## src/sv/crc16_ccitt_hex_trailer_unit_assert.svh

```systemverilog
// Assertion macros for the CRC-16 hex trailer unit.
// No dependencies; included by crc16_ccitt_hex_trailer_unit, which carries assertions.
`ifndef CRC16_CCITT_HEX_TRAILER_UNIT_ASSERT_SVH
`define CRC16_CCITT_HEX_TRAILER_UNIT_ASSERT_SVH

`ifndef SYNTHESIS

// Consequent holds in the same cycle as the antecedent
`define CRCHT_ASSERT_NOW(label, clk, rst, ante, cons) \
   label: assert property (@(posedge clk) disable iff (rst) (ante) |-> (cons)) \
      else $error("%m: assertion failed");

// Consequent holds in the cycle after the antecedent
`define CRCHT_ASSERT_NEXT(label, clk, rst, ante, cons) \
   label: assert property (@(posedge clk) disable iff (rst) (ante) |=> (cons)) \
      else $error("%m: assertion failed");

`else

`define CRCHT_ASSERT_NOW(label, clk, rst, ante, cons)
`define CRCHT_ASSERT_NEXT(label, clk, rst, ante, cons)

`endif

`endif

```

## src/sv/crcht_pkg.sv

```systemverilog
// Package for the CRC-16 hex trailer unit: nibble table, CRC and hex helpers.
// No dependencies; imported by crc16_ccitt_hex_trailer_unit.
package crcht_pkg;

   localparam logic [15:0] CRC_POLY   = 16'h1021;
   localparam logic [7:0]  SPACE_CHAR = 8'h20;
   localparam logic [7:0]  ASCII_ZERO = 8'h30;
   // 'A' minus ten, so that digit values 10..15 land on 'A'..'F'
   localparam logic [7:0]  ASCII_HEX_BASE = 8'h37;
   localparam logic [3:0]  DECIMAL_LIMIT  = 4'd10;

   // Trailer: one space word and four hex digit words
   localparam int unsigned TRAIL_WIDTH = 3;
   localparam logic [TRAIL_WIDTH-1:0] TRAIL_NONE   = 3'd0;
   localparam logic [TRAIL_WIDTH-1:0] TRAIL_SPACE  = 3'd5;
   localparam logic [TRAIL_WIDTH-1:0] TRAIL_DIGITS = 3'd4;
   localparam logic [TRAIL_WIDTH-1:0] TRAIL_FINAL  = 3'd1;

   localparam logic APPEND_RESET = 1'b1;

   localparam logic [15:0] NIBBLE_TAB [16] = '{
      16'h0000, 16'h1021, 16'h2042, 16'h3063, 16'h4084, 16'h50A5, 16'h60C6, 16'h70E7,
      16'h8108, 16'h9129, 16'hA14A, 16'hB16B, 16'hC18C, 16'hD1AD, 16'hE1CE, 16'hF1EF
   };

   function automatic logic [15:0] crc_nibble(input logic [15:0] crc, input logic [3:0] nib);
      logic [3:0] idx;
      idx = crc[15:12] ^ nib;
      return NIBBLE_TAB[idx] ^ {crc[11:0], 4'h0};
   endfunction

   // Fold one byte, high nibble first
   function automatic logic [15:0] crc_byte(input logic [15:0] crc, input logic [7:0] b);
      logic [15:0] mid;
      mid = crc_nibble(crc, b[7:4]);
      return crc_nibble(mid, b[3:0]);
   endfunction

   function automatic logic [7:0] hex_digit(input logic [3:0] v);
      logic [7:0] wide;
      wide = {4'h0, v};
      return (v < DECIMAL_LIMIT) ? (ASCII_ZERO + wide) : (ASCII_HEX_BASE + wide);
   endfunction

endpackage

```

## src/sv/crc16_ccitt_hex_trailer_unit.sv

```systemverilog
// Top level of the CRC-16 (poly 0x1021, init 0) byte echo unit with hex trailer.
// Depends on crcht_pkg and crc16_ccitt_hex_trailer_unit_assert.svh.
//
//  channel | dir | handshake              | word
//  --------+-----+------------------------+----------------------------------------
//  req_    | in  | req_valid / req_stall  | data_byte, end_of_message
//  rsp_    | out | rsp_valid / rsp_stall  | out_char, crc_value, last_of_run
//  csr_    | in  | csr_valid / csr_ready  | append_enable (ready always high)
//
//  One byte word is taken per unstalled cycle; its echo word is registered in the
//  next cycle. The byte CRC update (two table nibble steps) sits between the input
//  and the result register. A final byte with append on adds five trailer words
//  (space, then four hex digits, lowest nibble first), one per unstalled cycle; the
//  input stalls while they drain. Reset is synchronous and clears the CRC, the
//  trailer count and the result valid, and sets append on. A stalled result word
//  holds; the input is taken in the same cycle the held word leaves.
`include "crc16_ccitt_hex_trailer_unit_assert.svh"

module crc16_ccitt_hex_trailer_unit
   import crcht_pkg::*;
(
   input  logic        clock,
   input  logic        reset,

   input  logic        req_valid,
   output logic        req_stall,
   input  logic [7:0]  req_data_byte,
   input  logic        req_end_of_message,

   output logic        rsp_valid,
   input  logic        rsp_stall,
   output logic [7:0]  rsp_out_char,
   output logic [15:0] rsp_crc_value,
   output logic        rsp_last_of_run,

   input  logic        csr_valid,
   output logic        csr_ready,
   input  logic        csr_append_enable
);

   // Control state
   logic                   append_ff,    append_in;
   logic [15:0]            crc_ff,       crc_in;
   logic [TRAIL_WIDTH-1:0] trail_ff,     trail_in;
   logic                   rsp_valid_ff, rsp_valid_in;

   // Result payload
   logic [7:0]             char_ff,      char_in;
   logic [15:0]            crc_out_ff,   crc_out_in;
   logic                   last_ff,      last_in;

   logic        out_free;
   logic        trail_busy;
   logic        req_accept;
   logic [15:0] byte_crc;
   logic [15:0] space_crc;
   logic [1:0]  digit_sel;
   logic [3:0]  digit_nib;

   // The result register can take a word when empty or when its word leaves now
   assign out_free   = !rsp_valid_ff || !rsp_stall;
   assign trail_busy = (trail_ff != TRAIL_NONE);
   assign req_stall  = trail_busy || !out_free;
   assign req_accept = req_valid && !req_stall;

   assign csr_ready  = 1'b1;

   assign byte_crc  = crc_byte(crc_ff, req_data_byte);
   assign space_crc = crc_byte(crc_ff, SPACE_CHAR);

   // Digit 0 goes out first, at trailer count four
   assign digit_sel = 2'(TRAIL_DIGITS - trail_ff);
   assign digit_nib = crc_ff[{digit_sel, 2'b00} +: 4];

   always_comb begin
      append_in    = append_ff;
      crc_in       = crc_ff;
      trail_in     = trail_ff;
      rsp_valid_in = rsp_valid_ff && rsp_stall;
      char_in      = char_ff;
      crc_out_in   = crc_out_ff;
      last_in      = last_ff;

      if (csr_valid && csr_ready) begin
         append_in = csr_append_enable;
      end

      priority if (trail_busy && out_free) begin
         // Drain one trailer word: the space first, then the hex digits
         rsp_valid_in = 1'b1;
         trail_in     = trail_ff - TRAIL_FINAL;
         if (trail_ff == TRAIL_SPACE) begin
            char_in    = SPACE_CHAR;
            crc_in     = space_crc;
            crc_out_in = space_crc;
            last_in    = 1'b0;
         end else begin
            char_in    = hex_digit(digit_nib);
            crc_out_in = crc_ff;
            last_in    = (trail_ff == TRAIL_FINAL);
            if (trail_ff == TRAIL_FINAL) begin
               crc_in = '0;
            end
         end
      end else if (req_accept) begin
         // Echo the byte with the CRC after it
         rsp_valid_in = 1'b1;
         char_in      = req_data_byte;
         crc_out_in   = byte_crc;
         last_in      = req_end_of_message && !append_ff;
         crc_in       = byte_crc;
         if (req_end_of_message) begin
            if (append_ff) begin
               trail_in = TRAIL_SPACE;
            end else begin
               crc_in = '0;
            end
         end
      end else begin
         // Hold
      end
   end

   always_ff @(posedge clock) begin
      if (reset) begin
         append_ff    <= APPEND_RESET;
         crc_ff       <= '0;
         trail_ff     <= TRAIL_NONE;
         rsp_valid_ff <= 1'b0;
      end else begin
         append_ff    <= append_in;
         crc_ff       <= crc_in;
         trail_ff     <= trail_in;
         rsp_valid_ff <= rsp_valid_in;
      end
   end

   always_ff @(posedge clock) begin
      char_ff    <= char_in;
      crc_out_ff <= crc_out_in;
      last_ff    <= last_in;
   end

   assign rsp_valid       = rsp_valid_ff;
   assign rsp_out_char    = char_ff;
   assign rsp_crc_value   = crc_out_ff;
   assign rsp_last_of_run = last_ff;

   // A final byte with append on starts the trailer and is not itself the last word
   `CRCHT_ASSERT_NEXT(a_trail_start, clock, reset,
      req_accept && req_end_of_message && append_ff,
      trail_ff == TRAIL_SPACE && rsp_valid_ff && !last_ff)

   // The CRC is clear whenever the last word of a message is on show
   `CRCHT_ASSERT_NOW(a_crc_clear_at_last, clock, reset,
      rsp_valid_ff && last_ff, crc_ff == 16'h0000)

   // No last word while trailer words are still to come
   `CRCHT_ASSERT_NOW(a_no_early_last, clock, reset,
      rsp_valid_ff && trail_busy, !last_ff)

   // Trailer count stays within its span
   `CRCHT_ASSERT_NOW(a_trail_range, clock, reset,
      1'b1, trail_ff <= TRAIL_SPACE)

endmodule
```

## config.mk

```make
export PLATFORM = sky130hd
export DESIGN_NAME = crc16_ccitt_hex_trailer_unit
export DESIGN_NICKNAME = d
export VERILOG_FILES = /design/src/sv/crcht_pkg.sv /design/src/sv/crc16_ccitt_hex_trailer_unit.sv
export VERILOG_INCLUDE_DIRS = /design/src /design/src/sv
export SDC_FILE = /design/constraint.sdc
export NUM_CORES = 1
export LEC_CHECK = 0
export BUFFER_PORTS_ARGS = -buffer_cell sky130_fd_sc_hd__buf_2
export CORE_AREA = 2 2 75 77
export CTS_CLUSTER_SIZE = 40
export DETAILED_ROUTE_END_ITERATION = 6
export DIE_AREA = 0 0 77 79
export PLACE_DENSITY = 0.82
export SETUP_SLACK_MARGIN = 0.3
export SLEW_MARGIN = 10
export SYNTH_ARGS = -nofsm -noshare
export SYNTH_HDL_FRONTEND = slang
export SYNTH_SLANG_ARGS = --single-unit
```

## constraint.sdc

```tcl
create_clock -name clock -period 3.6 [get_ports clock]
set_input_delay 0.36 -clock clock [delete_from_list [all_inputs] [get_ports clock]]
set_output_delay 0.36 -clock clock [all_outputs]
set_load 0.01 [all_outputs]
```

## Word level (Yosys, flattened, before mapping)

Memory sizes are Yosys's and may differ from the RTL's.
Cells that the tools add are included.

- Memories: 4
- Memory bits (read-only): 1024
- Register bits after elaboration: 46
- Bits of input ports: 15
- Word-level logic and storage cells: 82
- Output and inout bits: 28

- Reductions and logical operators: 17
- Eq/ne operators: 3
- Add/subtract/negate cells: 4
- Shifts and indexed selects: 1
- Multiplexer cells: 30
- Order comparisons: 5
- Bitwise operators: 11

Memory list:

| memory | depth | width | rd ports | clocked after Yosys merged registers in | write ports | line | RTL |
|---|---|---|---|---|---|---|---|
| (name not given) | 16 | 16 | 1 | 0 | 0 | crcht_pkg.sv:29 | `return NIBBLE_TAB[idx] ^ {crc[11:0], 4'h0};` |
| (name not given) | 16 | 16 | 1 | 0 | 0 | crcht_pkg.sv:29 |  |
| (name not given) | 16 | 16 | 1 | 0 | 0 | crcht_pkg.sv:29 |  |
| (name not given) | 16 | 16 | 1 | 0 | 0 | crcht_pkg.sv:29 |  |

Operators by type and width:

| kind | number |
|---|---|
| $mux 16 | 17 |
| $xor 16x16->16 | 4 |
| $ge 5x5->1 const B | 4 |
| $not 4->5 | 4 |
| $mux 8 | 2 |
| $shiftx 16x5->4 | 1 |
| $add 6x4->7 const A | 2 |
| $mux 7 | 2 |
| $mux 3 | 4 |
| $xor 4x4->4 | 2 |
| $reduce_bool 2->1 | 3 |
| $logic_not 1->1 | 5 |
| $mux 1 | 5 |
| $logic_and 1x1->1 | 4 |
| $lt 4x4->1 const B | 1 |
| $eq 3x1->1 const B | 1 |
| $eq 3x3->1 const B | 1 |
| $ne 3x1->1 const B | 1 |
| $reduce_and 3->1 | 1 |
| $reduce_bool 3->1 | 1 |
| $sub 3x1->3 const B | 1 |
| $logic_or 1x1->1 | 2 |
| $reduce_and 2->1 | 1 |
| $sub 1x2->2 const A | 1 |
| $not 1->1 | 1 |

## Longest topological paths before layout

- Depth in word-level cells: 16
- Gate-level depth with buffers: 10
- Gate-level depth less buffers: 8

## Worst setup path after synthesis

Ideal clock, no wire load.

- Path type: register -> register
- Start point: reg trail_ff[0]
- End point: reg crc_out_ff[0] (netlist: rsp_crc_value[0]), enable pin
- Required time: 3.218 ns
- Stages on the path, launching flop included: 9
- Path buffers: 3
- Setup slack: 1.241 ns
- Setup time: 0.382 ns
- Period minus slack after synthesis: 2.359 ns
- Data arrival time: 1.977 ns
- Cell sequence: dfxtp_1 > buf_6 > inv_1 > ha_1 > nor2b_4 > or2_2 > clkbuf_1 > clkbuf_1 > nand2_1

- Cells in the longest elaborated chain, start to end: 5
- Elaborated cells on any way between the ends: 6
- Classes of those cells: 6 x reduce/logical

Ends and longest elaborated chain:

| item | line | RTL |
|---|---|---|
| start, declared | crc16_ccitt_hex_trailer_unit.sv:44 | `logic [TRAIL_WIDTH-1:0] trail_ff, trail_in;` |
| start signal, assigned | crc16_ccitt_hex_trailer_unit.sv:133 | `trail_ff <= trail_in;` |
| $reduce_bool 3->1 (*) | crc16_ccitt_hex_trailer_unit.sv:62 | `assign trail_busy = (trail_ff != TRAIL_NONE);` |
| $logic_or 1x1->1 | crc16_ccitt_hex_trailer_unit.sv:63 | `assign req_stall = trail_busy \|\| !out_free;` |
| $logic_not 1->1 | crc16_ccitt_hex_trailer_unit.sv:64 | `assign req_accept = req_valid && !req_stall;` |
| $logic_and 1x1->1 | crc16_ccitt_hex_trailer_unit.sv:64 |  |
| $reduce_bool 2->1 (no line) (*) | n/a |  |
| end signal, assigned | crc16_ccitt_hex_trailer_unit.sv:140 | `crc_out_ff <= crc_out_in;` |
| end, declared | crc16_ccitt_hex_trailer_unit.sv:49 | `logic [15:0] crc_out_ff, crc_out_in;` |

Mark *: on every way between the ends. The rest lies on a longest branch, timed or not.
A chain may end at the register's enable or synchronous reset.

## Worst setup path after layout

- Start point: reg trail_ff[0]
- End point: reg char_ff[2] (netlist: rsp_out_char[2]), enable pin

- Cells in the longest elaborated chain, start to end: 5
- Elaborated cells on any way between the ends: 6
- Classes of those cells: 6 x reduce/logical

Ends and longest elaborated chain:

| item | line | RTL |
|---|---|---|
| $reduce_bool 3->1 (*) | crc16_ccitt_hex_trailer_unit.sv:62 |  |
| $logic_or 1x1->1 | crc16_ccitt_hex_trailer_unit.sv:63 |  |
| $logic_not 1->1 | crc16_ccitt_hex_trailer_unit.sv:64 |  |
| $logic_and 1x1->1 | crc16_ccitt_hex_trailer_unit.sv:64 |  |
| $reduce_bool 2->1 (no line) (*) | n/a |  |
| end signal, assigned | crc16_ccitt_hex_trailer_unit.sv:139 | `char_ff <= char_in;` |
| end, declared | crc16_ccitt_hex_trailer_unit.sv:48 | `logic [7:0] char_ff, char_in;` |

Marks and branches as above.

==> results.sh <==
export IMPL_status="finished, final reports clean"
export IMPL_grt_total_usage_pct=21.6
export IMPL_drc=0
export IMPL_cts_hold_buf=0
export IMPL_cts_sinks=46
export IMPL_ys_seq_elements=46
export IMPL_yosys_area_top_type_share_pct=26.7
export IMPL_synth_edf_count=25
export IMPL_p_per_area_nw_per_um2=1180
export IMPL_wl_per_cell_um=16.0
export IMPL_drt_wl_total_um=6220
export IMPL_fillerInstances=467
export IMPL_p_int_mw=2.02
export IMPL_vias=2244
export IMPL_synth_area_um2=2810
export IMPL_drv_cap=0
export IMPL_yosys_area_top_type="edfxtp_1"
export IMPL_critPathRequiredTime_ns=3.53
export IMPL_row_count=27
export IMPL_multi_input_area_um2=1500
export IMPL_finalSetupViolations=0
export IMPL_final_cell_mix="nor2_1 (46), buf_2 (41), edfxtp_1 (25), xnor2_1 (21), dfxtp_1 (21)"
export IMPL_worst_clock_skew_ns=0.00502
export IMPL_register_area_um2=1170
export IMPL_crit_chain="inv_1, ha_1, nor2b_4, or2_2, nand2_1"
export IMPL_max_freq_ghz=0.398
export IMPL_insertion_delay_ns=0.30
export IMPL_yosysWarnings=0
export IMPL_hold_path_class="input port to flip-flop"
export IMPL_port_buffers=41
export IMPL_grt_pass1_vias=2094
export IMPL_p_switching_mw=1.64
export IMPL_final_max_slew_violation_count=0
export IMPL_critPathMaxStageDelay_ns=0.71
export IMPL_avgSynthCellArea_um2=9.81
export IMPL_syn_inst=286
export IMPL_seq_area_frac_synth_pct=41.7
export IMPL_hold_end="append_ff"
export IMPL_hold_viol=0
export IMPL_drt_pass1_iter_count=4
export IMPL_area_delta_synth_final_pct=10.8
export IMPL_pin_count=43
export IMPL_fp_coreArea_um2=5340
export IMPL_p_leak_nw=1.25
export IMPL_antenna_found_initial=0
export IMPL_fin_crit_ns=2.52
export IMPL_ys_flop_type="edfxtp_1"
export IMPL_nets=336
export IMPL_min_from="csr_append_enable"
export IMPL_sw_frac_of_total_pct=44.9
export IMPL_r2r_cells=5
export IMPL_vias_per_cell=5.75
export IMPL_n_antenna_cell=0
export IMPL_mostFrequentLayoutCell="nor2_1"
export IMPL_cp_startpoint="trail_ff[0]"
export IMPL_cts_resized=0
export IMPL_final_layout_size_suffix_gt1_share_pct=20.1
export IMPL_worstSetupStartpointType="flip-flop"
export IMPL_path_class="flip-flop to flip-flop"
export IMPL_path_buf_inv=1
export IMPL_setup_tns_ns=0
export IMPL_final_period_utilization_pct=69.9
export IMPL_hold_depth=2
export IMPL_worst_pin_slew_ns=0.900
export IMPL_ant_nets=0
export IMPL_arrival_ns=2.44
export IMPL_relSlewSlack_pct=39.9
export IMPL_placed_area_um2=3020
export IMPL_die_area_um2=6080
export IMPL_synth_area_leaders="edfxtp_1 (27%), dfxtp_1 (15%), xnor2_1 (6.6%)"
export IMPL_timing_reg2reg_setup_slack_ns=1.08
export IMPL_combPwrFrac_pct=59.6
export IMPL_path_delay_family="simple AND/OR/NAND/NOR gates"
export IMPL_htreeDepth=2
export IMPL_place_gp_congestion=0.896
export IMPL_drtIter0Drc=191
export IMPL_hpwl_um=4470
export IMPL_overflow=0
export IMPL_p_clk_share_pct=8.4
export IMPL_ir_drop_mv=0.383
export IMPL_cp_end_kind="flip-flop"
export IMPL_grt_pass1_wl_um=10300
export IMPL_numCtsBuffers=5
export IMPL_async_flop_share_pct=0
export IMPL_crit_slowest_cell="nand2_1"
export IMPL_reg2reg_to="rsp_out_char[2]"
export IMPL_cts_clk_slew_worst_paths_ns=0.08
export IMPL_root_buffer="clkbuf_8"
export IMPL_grt_max_degree=26
export IMPL_die_w_um=77
export IMPL_ys_types=49
export IMPL_r2r_start="trail_ff[0]"
export IMPL_die_height_um=79
export IMPL_seqPwrFrac_pct=32.0
export IMPL_crit_fanout=25
export IMPL_clockBufferDepth=2
export IMPL_post_route_util_pct=58.3
export IMPL_cts_tree="yes"
export IMPL_postCtsSetupRepairBufs=0
export IMPL_syn_num_nets=305
export IMPL_rsz0062_at_grt="false"
export IMPL_stdcell_area_um2=3110
export IMPL_start_util_pct=52.6
cells in the mapped netlist (4+ instances only):
cell and instances:
nor2_1 46, edfxtp_1 25, dfxtp_1 21, xnor2_1 21, nand2_1 20, nor3_1 19
o21ai_0 15, a21oi_1 11, inv_1 9, xor2_1 9, buf_2 8, clkbuf_1 8
a211oi_1 5, o221ai_1 5, o22ai_1 5, ha_1 4, xnor3_1 4
cells by family after synthesis:
| kind of cell | Yosys count | share of synthesized area (%) |
|---|---|---|
| DFF | 46 | 41.7 |
| AOI/OAI and AO/OA | 63 | 15.1 |
| and+or+nand+nor | 98 | 15.4 |
| other | 1 | 0.134 |
| muxes | 6 | 4.06 |
| buffers and inverters | 29 | 4.90 |
| adders and majority gates | 4 | 1.78 |
| xor gates and xnor gates | 39 | 16.9 |
per-layer routing:
layer  track usage [%]  up-vias  routed length [um]
met5                 0        -                   0
met4              8.75        0                 129
met3              4.43       12                 458
met2              35.1      109                2950
met1              28.6     1051                2690
li1                  -     1072                   -
power groups by stage:
stage	combinational, mW	clock, mW	sequential [mW]
finish	2.18	0.308	1.17
global route	2.41	0.334	1.20
CTS	2.16	0.312	1.17
detailed placement	2.14	0	1.18
global placement	2.10	0	1.17
floorplan	1.69	0	1.13
metrics by stage:
stage          cells  total power [mW]  worst slack [ns]  hold WS (ns)
2_1_floorplan    286              2.83              1.24         0.459
4_1_cts          390              3.64              1.08         0.256
6_report         390              3.66              1.08         0.255
3_5_place_dp     382              3.32              1.11         0.567
5_1_grt          390              3.94             0.879         0.253
3_3_place_gp     382              3.27              1.17         0.562
state kept, by name, summed over array words and instances (netlist names):
register / cells
rsp_crc_value: 16
rsp_out_char: 8
rsp_last_of_run: 1
trail_ff: 3
append_ff: 1
rsp_valid: 1
crc_ff: 16
layout make-up:
class                      instances  area share (%)
sequential                        46            37.7
clock buffer                       5            2.21
timing repair buffer              44            7.32
clock inverter                     3           0.684
multi-input combinational        211            48.1
inverter                           9            1.09
tap                               72            2.90
worst max path at each step:
stage                     slack, ns  cells after the start           endpoint
after floorplan                1.24                      8   rsp_crc_value[0]
after global placement         1.17                      5  rsp_crc_value[15]
after detailed placement       1.11                      5   rsp_crc_value[8]
after CTS                      1.08                      5    rsp_out_char[2]
after global routing           0.88                      5    rsp_out_char[3]
final                          1.08                      5    rsp_out_char[2]
Note: power is estimated with default switching activity, not from simulation.
